===== src/urd_pkg.sv =====
// Shared constants, codes and control types of the uniform range decoder.
`default_nettype none

package urd_pkg;

	// Word and digit sizes of the coder.
	localparam int VALUE_BITS = 32;
	localparam int NIBBLE_BITS = 4;
	localparam int BYTE_BITS = 8;
	localparam int FUNC_BITS = 2;

	// Interval thresholds used by renormalisation.
	localparam int HEAD_START_LOG2 = 28;
	localparam int RANGE_LIMIT_LOG2 = 20;
	localparam logic [VALUE_BITS-1:0] HEAD_START = VALUE_BITS'(1) << HEAD_START_LOG2;
	localparam logic [VALUE_BITS-1:0] RANGE_LIMIT_MASK =
		(VALUE_BITS'(1) << RANGE_LIMIT_LOG2) - VALUE_BITS'(1);
	localparam logic [VALUE_BITS-1:0] MIN_BOUND = VALUE_BITS'(2);

	// Upper bound on renormalisation shifts and the width of the step counter.
	localparam int RENORM_CAP = 4 * ((VALUE_BITS + NIBBLE_BITS - 1) / NIBBLE_BITS);
	localparam int STEP_BITS = $clog2(RENORM_CAP + 1);

	// Divider iteration counter width.
	localparam int DIV_STEP_BITS = $clog2(VALUE_BITS);

	// Request function codes.
	typedef enum logic [FUNC_BITS-1:0] {
		FUNC_PUSH   = 2'd0,
		FUNC_START  = 2'd1,
		FUNC_DECODE = 2'd2
	} func_t;

	// Controller states.
	typedef enum logic [3:0] {
		S_IDLE,
		S_DISPATCH,
		S_POP,
		S_POP_WAIT,
		S_DIV1,
		S_DIV2,
		S_RN_STEP,
		S_RN_WAIT,
		S_FINISH
	} state_t;

	// Commands from the controller to the datapath.
	typedef struct packed {
		logic capture;
		logic push;
		logic init;
		logic code_shift;
		logic div1_go;
		logic div1_end;
		logic div2_end;
		logic rn_shift;
		logic out_load;
	} cmd_t;

	// Status from the datapath to the controller.
	typedef struct packed {
		logic [FUNC_BITS-1:0] func;
		logic                 bound_small;
		logic                 div_done;
		logic                 div_zero;
		logic                 rn_stop;
	} sts_t;

endpackage

`default_nettype wire


===== src/urd_if.sv =====
// Request and result channel interfaces of the uniform range decoder.
`default_nettype none

interface urd_in_if;
	logic                               valid;
	logic                               ready;
	logic [urd_pkg::FUNC_BITS-1:0]      func;
	logic [urd_pkg::BYTE_BITS-1:0]      byte_value;
	logic [urd_pkg::VALUE_BITS-1:0]     max_value;

	modport source (output valid, output func, output byte_value, output max_value,
		input ready);
	modport sink (input valid, input func, input byte_value, input max_value,
		output ready);
endinterface

interface urd_out_if;
	logic                               valid;
	logic                               ready;
	logic [urd_pkg::VALUE_BITS-1:0]     value;
	logic                               healthy;
	logic                               dropped;

	modport source (output valid, output value, output healthy, output dropped,
		input ready);
	modport sink (input valid, input value, input healthy, input dropped,
		output ready);
endinterface

`default_nettype wire


===== src/urd_div.sv =====
// Restoring divider: one quotient bit per cycle, quotient and remainder held at done.
`default_nettype none

module urd_div (
	input  wire logic                           clk,
	input  wire logic                           arst_n,
	input  wire logic                           go,
	input  wire logic [urd_pkg::VALUE_BITS-1:0] dividend,
	input  wire logic [urd_pkg::VALUE_BITS-1:0] divisor,
	output logic                                done,
	output logic [urd_pkg::VALUE_BITS-1:0]      quotient,
	output logic [urd_pkg::VALUE_BITS-1:0]      remainder
);

	localparam int VB = urd_pkg::VALUE_BITS;

	logic                               busy_q;
	logic                               done_q;
	logic [urd_pkg::DIV_STEP_BITS-1:0]  cnt_q;
	logic [VB-1:0]                      rem_q;
	logic [VB-1:0]                      quo_q;
	logic [VB-1:0]                      dvs_q;
	logic [VB:0]                        shifted;
	logic [VB:0]                        trial;

	// One trial subtraction of the shifted partial remainder.
	always_comb begin
		shifted = {rem_q, quo_q[VB-1]};
		trial = shifted - {1'b0, dvs_q};
	end

	// Iteration control.
	always_ff @(posedge clk or negedge arst_n) begin
		if (!arst_n) begin
			busy_q <= 1'b0;
			done_q <= 1'b0;
			cnt_q <= '0;
		end else begin
			done_q <= 1'b0;
			if (go) begin
				busy_q <= 1'b1;
				cnt_q <= '0;
			end else if (busy_q) begin
				cnt_q <= cnt_q + 1'b1;
				if (cnt_q == urd_pkg::DIV_STEP_BITS'(VB - 1)) begin
					busy_q <= 1'b0;
					done_q <= 1'b1;
				end
			end
		end
	end

	// Partial remainder and quotient shift register.
	always_ff @(posedge clk) begin
		if (go) begin
			rem_q <= '0;
			quo_q <= dividend;
			dvs_q <= divisor;
		end else if (busy_q) begin
			if (!trial[VB]) begin
				rem_q <= trial[VB-1:0];
				quo_q <= {quo_q[VB-2:0], 1'b1};
			end else begin
				rem_q <= shifted[VB-1:0];
				quo_q <= {quo_q[VB-2:0], 1'b0};
			end
		end
	end

	assign done = done_q;
	assign quotient = quo_q;
	assign remainder = rem_q;

endmodule

`default_nettype wire


===== src/urd_dp.sv =====
// Datapath: coder interval registers, nibble queue memory, shared divider, result register.
`default_nettype none

module urd_dp #(
	parameter int QUEUE_DEPTH = 64
) (
	input  wire logic                            clk,
	input  wire logic                            arst_n,
	input  wire urd_pkg::cmd_t                   cmd,
	output urd_pkg::sts_t                        sts,
	input  wire logic [urd_pkg::FUNC_BITS-1:0]   func,
	input  wire logic [urd_pkg::BYTE_BITS-1:0]   byte_value,
	input  wire logic [urd_pkg::VALUE_BITS-1:0]  max_value,
	output logic [urd_pkg::VALUE_BITS-1:0]       value,
	output logic                                 healthy,
	output logic                                 dropped
);

	localparam int VB = urd_pkg::VALUE_BITS;
	localparam int NB = urd_pkg::NIBBLE_BITS;
	localparam int PW = (QUEUE_DEPTH > 1) ? $clog2(QUEUE_DEPTH) : 1;
	localparam int CW = $clog2(QUEUE_DEPTH + 1);
	localparam int SW = PW + 1;

	// Captured request.
	logic [urd_pkg::FUNC_BITS-1:0]  func_q;
	logic [NB-1:0]                  nib_q;
	logic [VB-1:0]                  bound_q;

	// Coder state.
	logic [VB-1:0]                  low_q;
	logic [VB-1:0]                  range_q;
	logic [VB-1:0]                  code_q;
	logic                           healthy_q;
	logic [VB-1:0]                  sym_q;
	logic                           drop_q;

	// Queue state and storage.
	logic [PW-1:0]                  head_q;
	logic [CW-1:0]                  count_q;
	logic [NB-1:0]                  mem [QUEUE_DEPTH];
	logic [NB-1:0]                  rd_q;

	// Result register.
	logic [VB-1:0]                  value_q;
	logic                           healthy_out_q;
	logic                           dropped_q;

	// Divider connections.
	logic                           div_go;
	logic [VB-1:0]                  div_dividend;
	logic [VB-1:0]                  div_divisor;
	logic                           div_done;
	logic [VB-1:0]                  div_quo;
	logic [VB-1:0]                  div_rem;

	// Combinational helpers.
	logic                           q_empty;
	logic                           q_full;
	logic [SW-1:0]                  tail_sum;
	logic [PW-1:0]                  tail;
	logic [PW-1:0]                  head_next;
	logic                           pop_en;
	logic [NB-1:0]                  pop_nib;
	logic [VB-1:0]                  span;
	logic                           crossed;
	logic                           rn_stop;
	logic [VB-1:0]                  range_adj;

	urd_div u_div (
		.clk       (clk),
		.arst_n    (arst_n),
		.go        (div_go),
		.dividend  (div_dividend),
		.divisor   (div_divisor),
		.done      (div_done),
		.quotient  (div_quo),
		.remainder (div_rem)
	);

	// Queue pointers, write position and the nibble taken on a pop.
	always_comb begin
		q_empty = (count_q == '0);
		q_full = (count_q == CW'(QUEUE_DEPTH));
		tail_sum = SW'(head_q) + SW'(count_q);
		if (tail_sum >= SW'(QUEUE_DEPTH)) begin
			tail = PW'(tail_sum - SW'(QUEUE_DEPTH));
		end else begin
			tail = PW'(tail_sum);
		end
		if (head_q == PW'(QUEUE_DEPTH - 1)) begin
			head_next = '0;
		end else begin
			head_next = head_q + 1'b1;
		end
		pop_en = (cmd.code_shift || cmd.rn_shift) && !q_empty;
		pop_nib = q_empty ? '0 : rd_q;
	end

	// Renormalisation test: do the top digits of the interval ends differ?
	always_comb begin
		span = low_q + range_q - VB'(1);
		crossed = ((low_q ^ span) >= urd_pkg::HEAD_START);
		rn_stop = crossed && (range_q > urd_pkg::RANGE_LIMIT_MASK);
		range_adj = crossed ? (VB'(0) - low_q) : range_q;
	end

	// Divider operands: range by bound first, then the code offset by the new range.
	always_comb begin
		div_go = cmd.div1_go || (cmd.div1_end && (div_quo != '0));
		div_dividend = cmd.div1_go ? range_q : (code_q - low_q);
		div_divisor = cmd.div1_go ? bound_q : div_quo;
	end

	// Captured request fields.
	always_ff @(posedge clk) begin
		if (cmd.capture) begin
			func_q <= func;
			nib_q <= byte_value[NB-1:0];
			bound_q <= max_value;
		end
	end

	// Coder interval, code register and health flag.
	always_ff @(posedge clk or negedge arst_n) begin
		if (!arst_n) begin
			low_q <= '0;
			range_q <= '1;
			code_q <= '0;
			healthy_q <= 1'b1;
		end else begin
			if (cmd.init) begin
				low_q <= '0;
				range_q <= '1;
				code_q <= '0;
				healthy_q <= 1'b1;
			end
			if (cmd.code_shift) begin
				code_q <= {code_q[VB-NB-1:0], pop_nib};
			end
			if (cmd.div1_end) begin
				range_q <= div_quo;
				if (div_quo == '0) begin
					healthy_q <= 1'b0;
				end
			end
			if (cmd.div2_end) begin
				if (div_quo > bound_q) begin
					healthy_q <= 1'b0;
				end else begin
					// low + q * range equals code - remainder.
					low_q <= code_q - div_rem;
				end
			end
			if (cmd.rn_shift) begin
				code_q <= {code_q[VB-NB-1:0], pop_nib};
				range_q <= {range_adj[VB-NB-1:0], {NB{1'b1}}};
				low_q <= {low_q[VB-NB-1:0], {NB{1'b0}}};
			end
		end
	end

	// Decoded symbol and drop mark of the current request.
	always_ff @(posedge clk) begin
		if (cmd.capture) begin
			sym_q <= '0;
			drop_q <= 1'b0;
		end
		if (cmd.push && q_full) begin
			drop_q <= 1'b1;
		end
		if (cmd.div2_end && (div_quo <= bound_q)) begin
			sym_q <= div_quo;
		end
	end

	// Queue occupancy and read pointer.
	always_ff @(posedge clk or negedge arst_n) begin
		if (!arst_n) begin
			head_q <= '0;
			count_q <= '0;
		end else begin
			if (cmd.push && !q_full) begin
				count_q <= count_q + 1'b1;
			end else if (pop_en) begin
				count_q <= count_q - 1'b1;
				head_q <= head_next;
			end
		end
	end

	// Nibble memory with a registered read at the head.
	always_ff @(posedge clk) begin
		if (cmd.push && !q_full) begin
			mem[tail] <= nib_q;
		end
		rd_q <= mem[head_q];
	end

	// Result register.
	always_ff @(posedge clk) begin
		if (cmd.out_load) begin
			value_q <= sym_q;
			healthy_out_q <= healthy_q;
			dropped_q <= drop_q;
		end
	end

	always_comb begin
		sts.func = func_q;
		sts.bound_small = (bound_q < urd_pkg::MIN_BOUND);
		sts.div_done = div_done;
		sts.div_zero = (div_quo == '0);
		sts.rn_stop = rn_stop;
	end

	assign value = value_q;
	assign healthy = healthy_out_q;
	assign dropped = dropped_q;

endmodule

`default_nettype wire


===== src/urd_ctrl.sv =====
// Controller: sequences push, start and decode requests and the result handshake.
`default_nettype none

module urd_ctrl #(
	parameter int NUM_NIBBLES = 8
) (
	input  wire logic          clk,
	input  wire logic          arst_n,
	input  wire logic          in_valid,
	output logic               in_ready,
	output logic               out_valid,
	input  wire logic          out_ready,
	input  wire urd_pkg::sts_t sts,
	output urd_pkg::cmd_t      cmd
);

	localparam int SB = urd_pkg::STEP_BITS;

	urd_pkg::state_t   state_q;
	urd_pkg::state_t   state_next;
	logic [SB-1:0]     cnt_q;
	logic              out_valid_q;

	// State register.
	always_ff @(posedge clk or negedge arst_n) begin
		if (!arst_n) begin
			state_q <= urd_pkg::S_IDLE;
		end else begin
			state_q <= state_next;
		end
	end

	// Next state and commands.
	always_comb begin
		state_next = state_q;
		cmd = '0;
		case (state_q)
			urd_pkg::S_IDLE: begin
				if (in_valid) begin
					cmd.capture = 1'b1;
					state_next = urd_pkg::S_DISPATCH;
				end
			end
			urd_pkg::S_DISPATCH: begin
				case (sts.func)
					urd_pkg::FUNC_PUSH: begin
						cmd.push = 1'b1;
						state_next = urd_pkg::S_FINISH;
					end
					urd_pkg::FUNC_START: begin
						cmd.init = 1'b1;
						state_next = urd_pkg::S_POP;
					end
					urd_pkg::FUNC_DECODE: begin
						if (sts.bound_small) begin
							state_next = urd_pkg::S_FINISH;
						end else begin
							cmd.div1_go = 1'b1;
							state_next = urd_pkg::S_DIV1;
						end
					end
					default: begin
						state_next = urd_pkg::S_FINISH;
					end
				endcase
			end
			urd_pkg::S_POP: begin
				cmd.code_shift = 1'b1;
				state_next = urd_pkg::S_POP_WAIT;
			end
			urd_pkg::S_POP_WAIT: begin
				if (cnt_q == SB'(NUM_NIBBLES)) begin
					state_next = urd_pkg::S_FINISH;
				end else begin
					state_next = urd_pkg::S_POP;
				end
			end
			urd_pkg::S_DIV1: begin
				if (sts.div_done) begin
					cmd.div1_end = 1'b1;
					state_next = sts.div_zero ? urd_pkg::S_RN_STEP : urd_pkg::S_DIV2;
				end
			end
			urd_pkg::S_DIV2: begin
				if (sts.div_done) begin
					cmd.div2_end = 1'b1;
					state_next = urd_pkg::S_RN_STEP;
				end
			end
			urd_pkg::S_RN_STEP: begin
				if ((cnt_q == SB'(urd_pkg::RENORM_CAP)) || sts.rn_stop) begin
					state_next = urd_pkg::S_FINISH;
				end else begin
					cmd.rn_shift = 1'b1;
					state_next = urd_pkg::S_RN_WAIT;
				end
			end
			urd_pkg::S_RN_WAIT: begin
				state_next = urd_pkg::S_RN_STEP;
			end
			urd_pkg::S_FINISH: begin
				if (!out_valid_q || out_ready) begin
					cmd.out_load = 1'b1;
					state_next = urd_pkg::S_IDLE;
				end
			end
			default: begin
				state_next = urd_pkg::S_IDLE;
			end
		endcase
	end

	// Shift counter shared by the start fill and renormalisation.
	always_ff @(posedge clk or negedge arst_n) begin
		if (!arst_n) begin
			cnt_q <= '0;
		end else if (cmd.capture) begin
			cnt_q <= '0;
		end else if (cmd.code_shift || cmd.rn_shift) begin
			cnt_q <= cnt_q + 1'b1;
		end
	end

	// Result valid flag.
	always_ff @(posedge clk or negedge arst_n) begin
		if (!arst_n) begin
			out_valid_q <= 1'b0;
		end else if (cmd.out_load) begin
			out_valid_q <= 1'b1;
		end else if (out_ready) begin
			out_valid_q <= 1'b0;
		end
	end

	assign in_ready = (state_q == urd_pkg::S_IDLE);
	assign out_valid = out_valid_q;

endmodule

`default_nettype wire


===== src/uniform_range_decoder_top.sv =====
// Top level of the nibble-fed uniform range decoder.
//
//   Channel   Direction   Payload                           Per request
//   request   in          func, byte_value, max_value        one request
//   result    out         value, healthy, dropped            one result
//
// One request is worked on at a time; a new request is taken while the previous
// result still waits in the output register.
// Push, invalid and bound-below-two requests bypass the divider; start shifts in NUM_NIBBLES nibbles.
// Decode runs two passes of the shared bit-serial divider, then at most 32 renormalisation
// shifts; a range that divides to zero skips the second pass.
// Reset clears the coder state and the queue occupancy; the queue memory itself
// is not cleared. A stalled result only holds the controller in its final state.
`default_nettype none

module uniform_range_decoder_top #(
	parameter int QUEUE_DEPTH = 64,
	parameter int NUM_NIBBLES = 8
) (
	input wire logic   clk,
	input wire logic   arst_n,
	urd_in_if.sink     request,
	urd_out_if.source  result
);

	urd_pkg::cmd_t  cmd;
	urd_pkg::sts_t  sts;

	urd_ctrl #(
		.NUM_NIBBLES (NUM_NIBBLES)
	) u_ctrl (
		.clk       (clk),
		.arst_n    (arst_n),
		.in_valid  (request.valid),
		.in_ready  (request.ready),
		.out_valid (result.valid),
		.out_ready (result.ready),
		.sts       (sts),
		.cmd       (cmd)
	);

	urd_dp #(
		.QUEUE_DEPTH (QUEUE_DEPTH)
	) u_dp (
		.clk        (clk),
		.arst_n     (arst_n),
		.cmd        (cmd),
		.sts        (sts),
		.func       (request.func),
		.byte_value (request.byte_value),
		.max_value  (request.max_value),
		.value      (result.value),
		.healthy    (result.healthy),
		.dropped    (result.dropped)
	);

	// A new result is only written when the output register is free.
	a_load_free: assert property (@(posedge clk) disable iff (!arst_n)
		cmd.out_load |-> (!result.valid || result.ready))
		else $error("result register overwritten while still pending");

	// Only one request is in work at a time.
	a_one_request: assert property (@(posedge clk) disable iff (!arst_n)
		(request.valid && request.ready) |=> !request.ready)
		else $error("request accepted while another is in work");

	// The divider only finishes while a decode request is in work.
	a_div_busy: assert property (@(posedge clk) disable iff (!arst_n)
		sts.div_done |-> !request.ready)
		else $error("divider finished while the block was idle");

endmodule

`default_nettype wire

===== src/flat_wrapper.sv =====
// flat-port wrapper written by rule: the top's interface ports become plain ports
module uniform_range_decoder_top_flat 
#(
	parameter int QUEUE_DEPTH = 64,
	parameter int NUM_NIBBLES = 8
)
  (clk, arst_n, request_valid, request_func, request_byte_value, request_max_value, request_ready, result_valid, result_value, result_healthy, result_dropped, result_ready);
  urd_in_if request_i ();
  urd_out_if result_i ();
  input wire logic clk;
  input wire logic arst_n;
  input wire logic [$bits(request_i.valid)-1:0] request_valid;
  input wire logic [$bits(request_i.func)-1:0] request_func;
  input wire logic [$bits(request_i.byte_value)-1:0] request_byte_value;
  input wire logic [$bits(request_i.max_value)-1:0] request_max_value;
  output wire logic [$bits(request_i.ready)-1:0] request_ready;
  output wire logic [$bits(result_i.valid)-1:0] result_valid;
  output wire logic [$bits(result_i.value)-1:0] result_value;
  output wire logic [$bits(result_i.healthy)-1:0] result_healthy;
  output wire logic [$bits(result_i.dropped)-1:0] result_dropped;
  input wire logic [$bits(result_i.ready)-1:0] result_ready;
  assign request_i.valid = request_valid;
  assign request_i.func = request_func;
  assign request_i.byte_value = request_byte_value;
  assign request_i.max_value = request_max_value;
  assign request_ready = request_i.ready;
  assign result_valid = result_i.valid;
  assign result_value = result_i.value;
  assign result_healthy = result_i.healthy;
  assign result_dropped = result_i.dropped;
  assign result_i.ready = result_ready;
  uniform_range_decoder_top #(.QUEUE_DEPTH(QUEUE_DEPTH), .NUM_NIBBLES(NUM_NIBBLES)) u_core (.clk(clk), .arst_n(arst_n), .request(request_i), .result(result_i));
endmodule

===== config.mk =====
export PLATFORM = sky130hd
export DESIGN_NAME = uniform_range_decoder_top_flat
export DESIGN_NICKNAME = d
export VERILOG_FILES = /design/src/urd_pkg.sv /design/src/urd_if.sv /design/src/urd_div.sv /design/src/urd_dp.sv /design/src/urd_ctrl.sv /design/src/uniform_range_decoder_top.sv /design/src/flat_wrapper.sv
export SDC_FILE = /design/constraint.sdc
export NUM_CORES = 1
export LEC_CHECK = 0
export ABC_AREA = 0
export ABC_CLOCK_PERIOD_IN_PS = 10640
export BUFFER_PORTS_ARGS = -buffer_cell sky130_fd_sc_hd__buf_4
export CAP_MARGIN = 10
export CORE_MARGIN = 5
export CORE_UTILIZATION = 30
export DETAILED_ROUTE_END_ITERATION = 12
export SYNTH_ARGS = -nofsm -noshare
export SYNTH_HDL_FRONTEND = slang
export SYNTH_SLANG_ARGS = --single-unit
export TNS_END_PERCENT = 1

===== constraint.sdc =====
create_clock -name clk -period 10.64 [get_ports clk]
set_input_delay 2.128 -clock clk [delete_from_list [all_inputs] [get_ports clk]]
set_output_delay 2.128 -clock clk [all_outputs]
set_load 0.1 [all_outputs]

==> out/results.txt <==
filler cell count - 10630
GPL Wtd Cong - 0.8724
register area share after synthesis - 52.16%
peak supply drop - 0.1714 mV
share of cells above drive strength 1 - 13.05%
Final Cycle Share - 52.13%
worst min path class - flop to flop
die height - 336.9 um
Layout Cells excl Fill - 4345
Multi-input gate area - 13920 um2
drt pass-1 iters - 6
Slew headroom - 21.55%
routed len/inst - 18.58 um
Core Footprint - 106600 um2
worst-skew pair later-pin latency - 0.63 ns
HPWL after DPL - 56850 um
distinct cell type count after synthesis - 89
skew final - 0.02239 ns
WP buf/inv - 4
CP endpoint kind - flop
worst slew pin tran - 1.174 ns
I/O pins - 82
CP Cell Sequence - inv_1, ha_1, inv_1, ha_1, a21o_1, a31o_2, a221o_1, a21oi_1, o21a_1, o21ai_0, a2111oi_2, nand3_2, a21oi_4, buf_4, buf_4, mux2_2
Seq cells post-synth - 589
max-slew violation count - 0
Max Buffers Root-to-Sink - 3
post-DR vias/cell - 5.064
Placement Setup Slack - 4.986 ns
die area - 113500 um2
outcome - complete, no violations
Area after DPL - 34130 um2
PortBufs - 77
Primary FF master, synth - edfxtp_1
Root Buffer - clkbuf_16
drt initial violations - 1513
Power, Total - 12.39 mW
area of the mapped netlist - 32050 um2
count of warnings emitted by yosys - 0
Num CTS Buffers - 66
antenna cell count - 0
Register Area - 16720 um2
P&R area growth vs syn - 13.27%
RSZ-0062 raised after global routing - no
Post-synth ARST share - 21.73%
Mapped Nets - 3090
Design Area, Final - 36300 um2
most common cell after layout, fill and taps aside - edfxtp_1
setup TNS - 0 ns
Initial Util - 30.07%
crit-path max cell delay - 0.57 ns
nets - 3144
post-layout min period - 5.547 ns
Crit Path Max Fanout - 59
endpoints failing setup - 0
Arrival @ worst endpoint - 6.05 ns
LEAKAGE - 14.41 nW
Max Clock Freq - 180.3 MHz
vias - 22000
post-CTS sizing - 0
global-route wire length before repair - 125400 um
Crit-path slowest cell - dfstp_2
Final ANT Viol Nets - 0
row count - 120
clk sinks - 589
pwr dens - 341.4 nW/um2
Worst-path clk slew - 0.06 ns
Post-synth EDFFs - 424
TritonCTS clock tree - done
Cells after Synth - 2835
Crit path max-delay family - compound AO/OA/AOI/OAI gates
CP required - 11.15 ns
Syn Area/Cell - 11.31 um2
Post-Route WL - 80750 um
final hold violation count - 0
vias in the first global route - 21670
die width - 336.9 um
most frequent cells in the layout - 424 x edfxtp_1, 251 x inv_1, 239 x nand2_1, 205 x nor2_1, 203 x ha_1
max cap viols - 0
PnR worst setup slack - 5.093 ns
GRT Total Usage - 13.96%
initial antenna violation count - 1
type of the worst setup path - flop to flop
H-tree depth - 3
Post-CTS Setup Repair Bufs - 0
Inst Count DP - 4224
gr ovfl total - 0
largest net degree at the start of global routing - 96
DRC violations left - 0
CP startpoint kind - flop
hold buffers post-CTS - 0
==> registers in the layout, indices dropped and copies added, names as in the netlist, 2 cells and up <==
register,count
u_core.u_dp.code_q,32
u_core.u_dp.u_div.quotient,32
u_core.u_dp.value,32
u_core.u_dp.u_div.dvs_q,32
u_core.u_dp.nib_q,4
u_core.u_dp.low_q,32
u_core.u_dp.mem,256
u_core.u_dp.head_q,6
u_core.u_dp.range_q,32
u_core.u_dp.u_div.cnt_q,5
u_core.u_dp.func_q,2
u_core.u_dp.sym_q,32
u_core.u_dp.u_div.remainder,32
u_core.u_dp.count_q,7
u_core.u_dp.rd_q,4
u_core.u_ctrl.state_q,4
u_core.u_dp.bound_q,32
u_core.u_ctrl.cnt_q,6
==> cells by family (layout without fill, tap and decap cells) <==
family                     count (synthesis)  after routing  share of synthesized area, %
buffers and inverters                    372            479                         4.536
DFF                                      589            589                         52.16
AOI/OAI and AO/OA                        649            649                         13.23
and+or+nand+nor                          779            779                         11.45
xor gates and xnor gates                 121            121                         3.389
muxes                                    116            116                         6.945
adders and majority gates                209            209                         8.300
==> routing by layer <==
metal / share of wire, % / GRT usage [%]
met2: 46 / 22.74
met4: 2.7 / 4.259
met5: 0 / 0
met1: 47 / 19.41
met3: 4.4 / 1.948
==> area by class of cell <==
cell class	instances	area share (%)
clock buffers	84	4.936
inverters	256	2.647
repair buffers	102	2.120
well taps	1403	4.836
multi-input cells	1874	38.34
flip-flops and latches	589	46.07
clock inverters	37	1.058
==> Yosys cell counts (46+ instances only) <==
master | count | area share [%]
a211oi_1 | 46 | 1.1
a21oi_1 | 155 | 2.4
clkbuf_1 | 81 | 0.95
dfrtp_1 | 95 | 7.4
edfxtp_1 | 424 | 40
ha_1 | 203 | 7.9
inv_1 | 253 | 3.0
mux4_2 | 84 | 5.9
nand2_1 | 239 | 2.8
nand3_1 | 46 | 0.72
nor2_1 | 208 | 2.4
nor3_1 | 79 | 1.2
o21ai_0 | 179 | 2.8
xnor2_1 | 90 | 2.5
==> per-stage QoR <==
stage | util, % | hold WS (ns)
6_report | 34.05 | 0.4171
5_1_grt | 34.05 | 0.4199
4_1_cts | 34.05 | 0.4178
3_5_place_dp | 32.01 | 0.4045
3_3_place_gp | 32.01 | 0.4006
2_1_floorplan | - | 0.4003
==> power breakdown <==
group          internal (mW)  total, mW  leakage, nW  switching (mW)
clock                   1.31       2.30         1.05           0.983
combinational           2.73       6.56         7.52            3.84
sequential              3.05       3.53         5.84           0.486
total                   7.08       12.4         14.4            5.31
==> path summary, 6_finish.rpt <==
kind	to	slack (ns)	from	cells past startpoint
max reg2reg	u_core.u_dp.low_q[15]	5.09	u_core.u_dp.range_q[11]	16
min in group asynchronous	u_core.u_dp.u_div.cnt_q[3]	1.52	arst_n	1
min reg2reg	u_core.u_dp.value[14]	0.42	u_core.u_dp.sym_q[14]	0
max	u_core.u_dp.low_q[15]	5.09	u_core.u_dp.range_q[11]	16
max in group asynchronous	u_core.u_dp.head_q[0]	7.78	arst_n	2
min	u_core.u_dp.value[14]	0.42	u_core.u_dp.sym_q[14]	0
No activity file was read; power rests on OpenSTA's default activity.
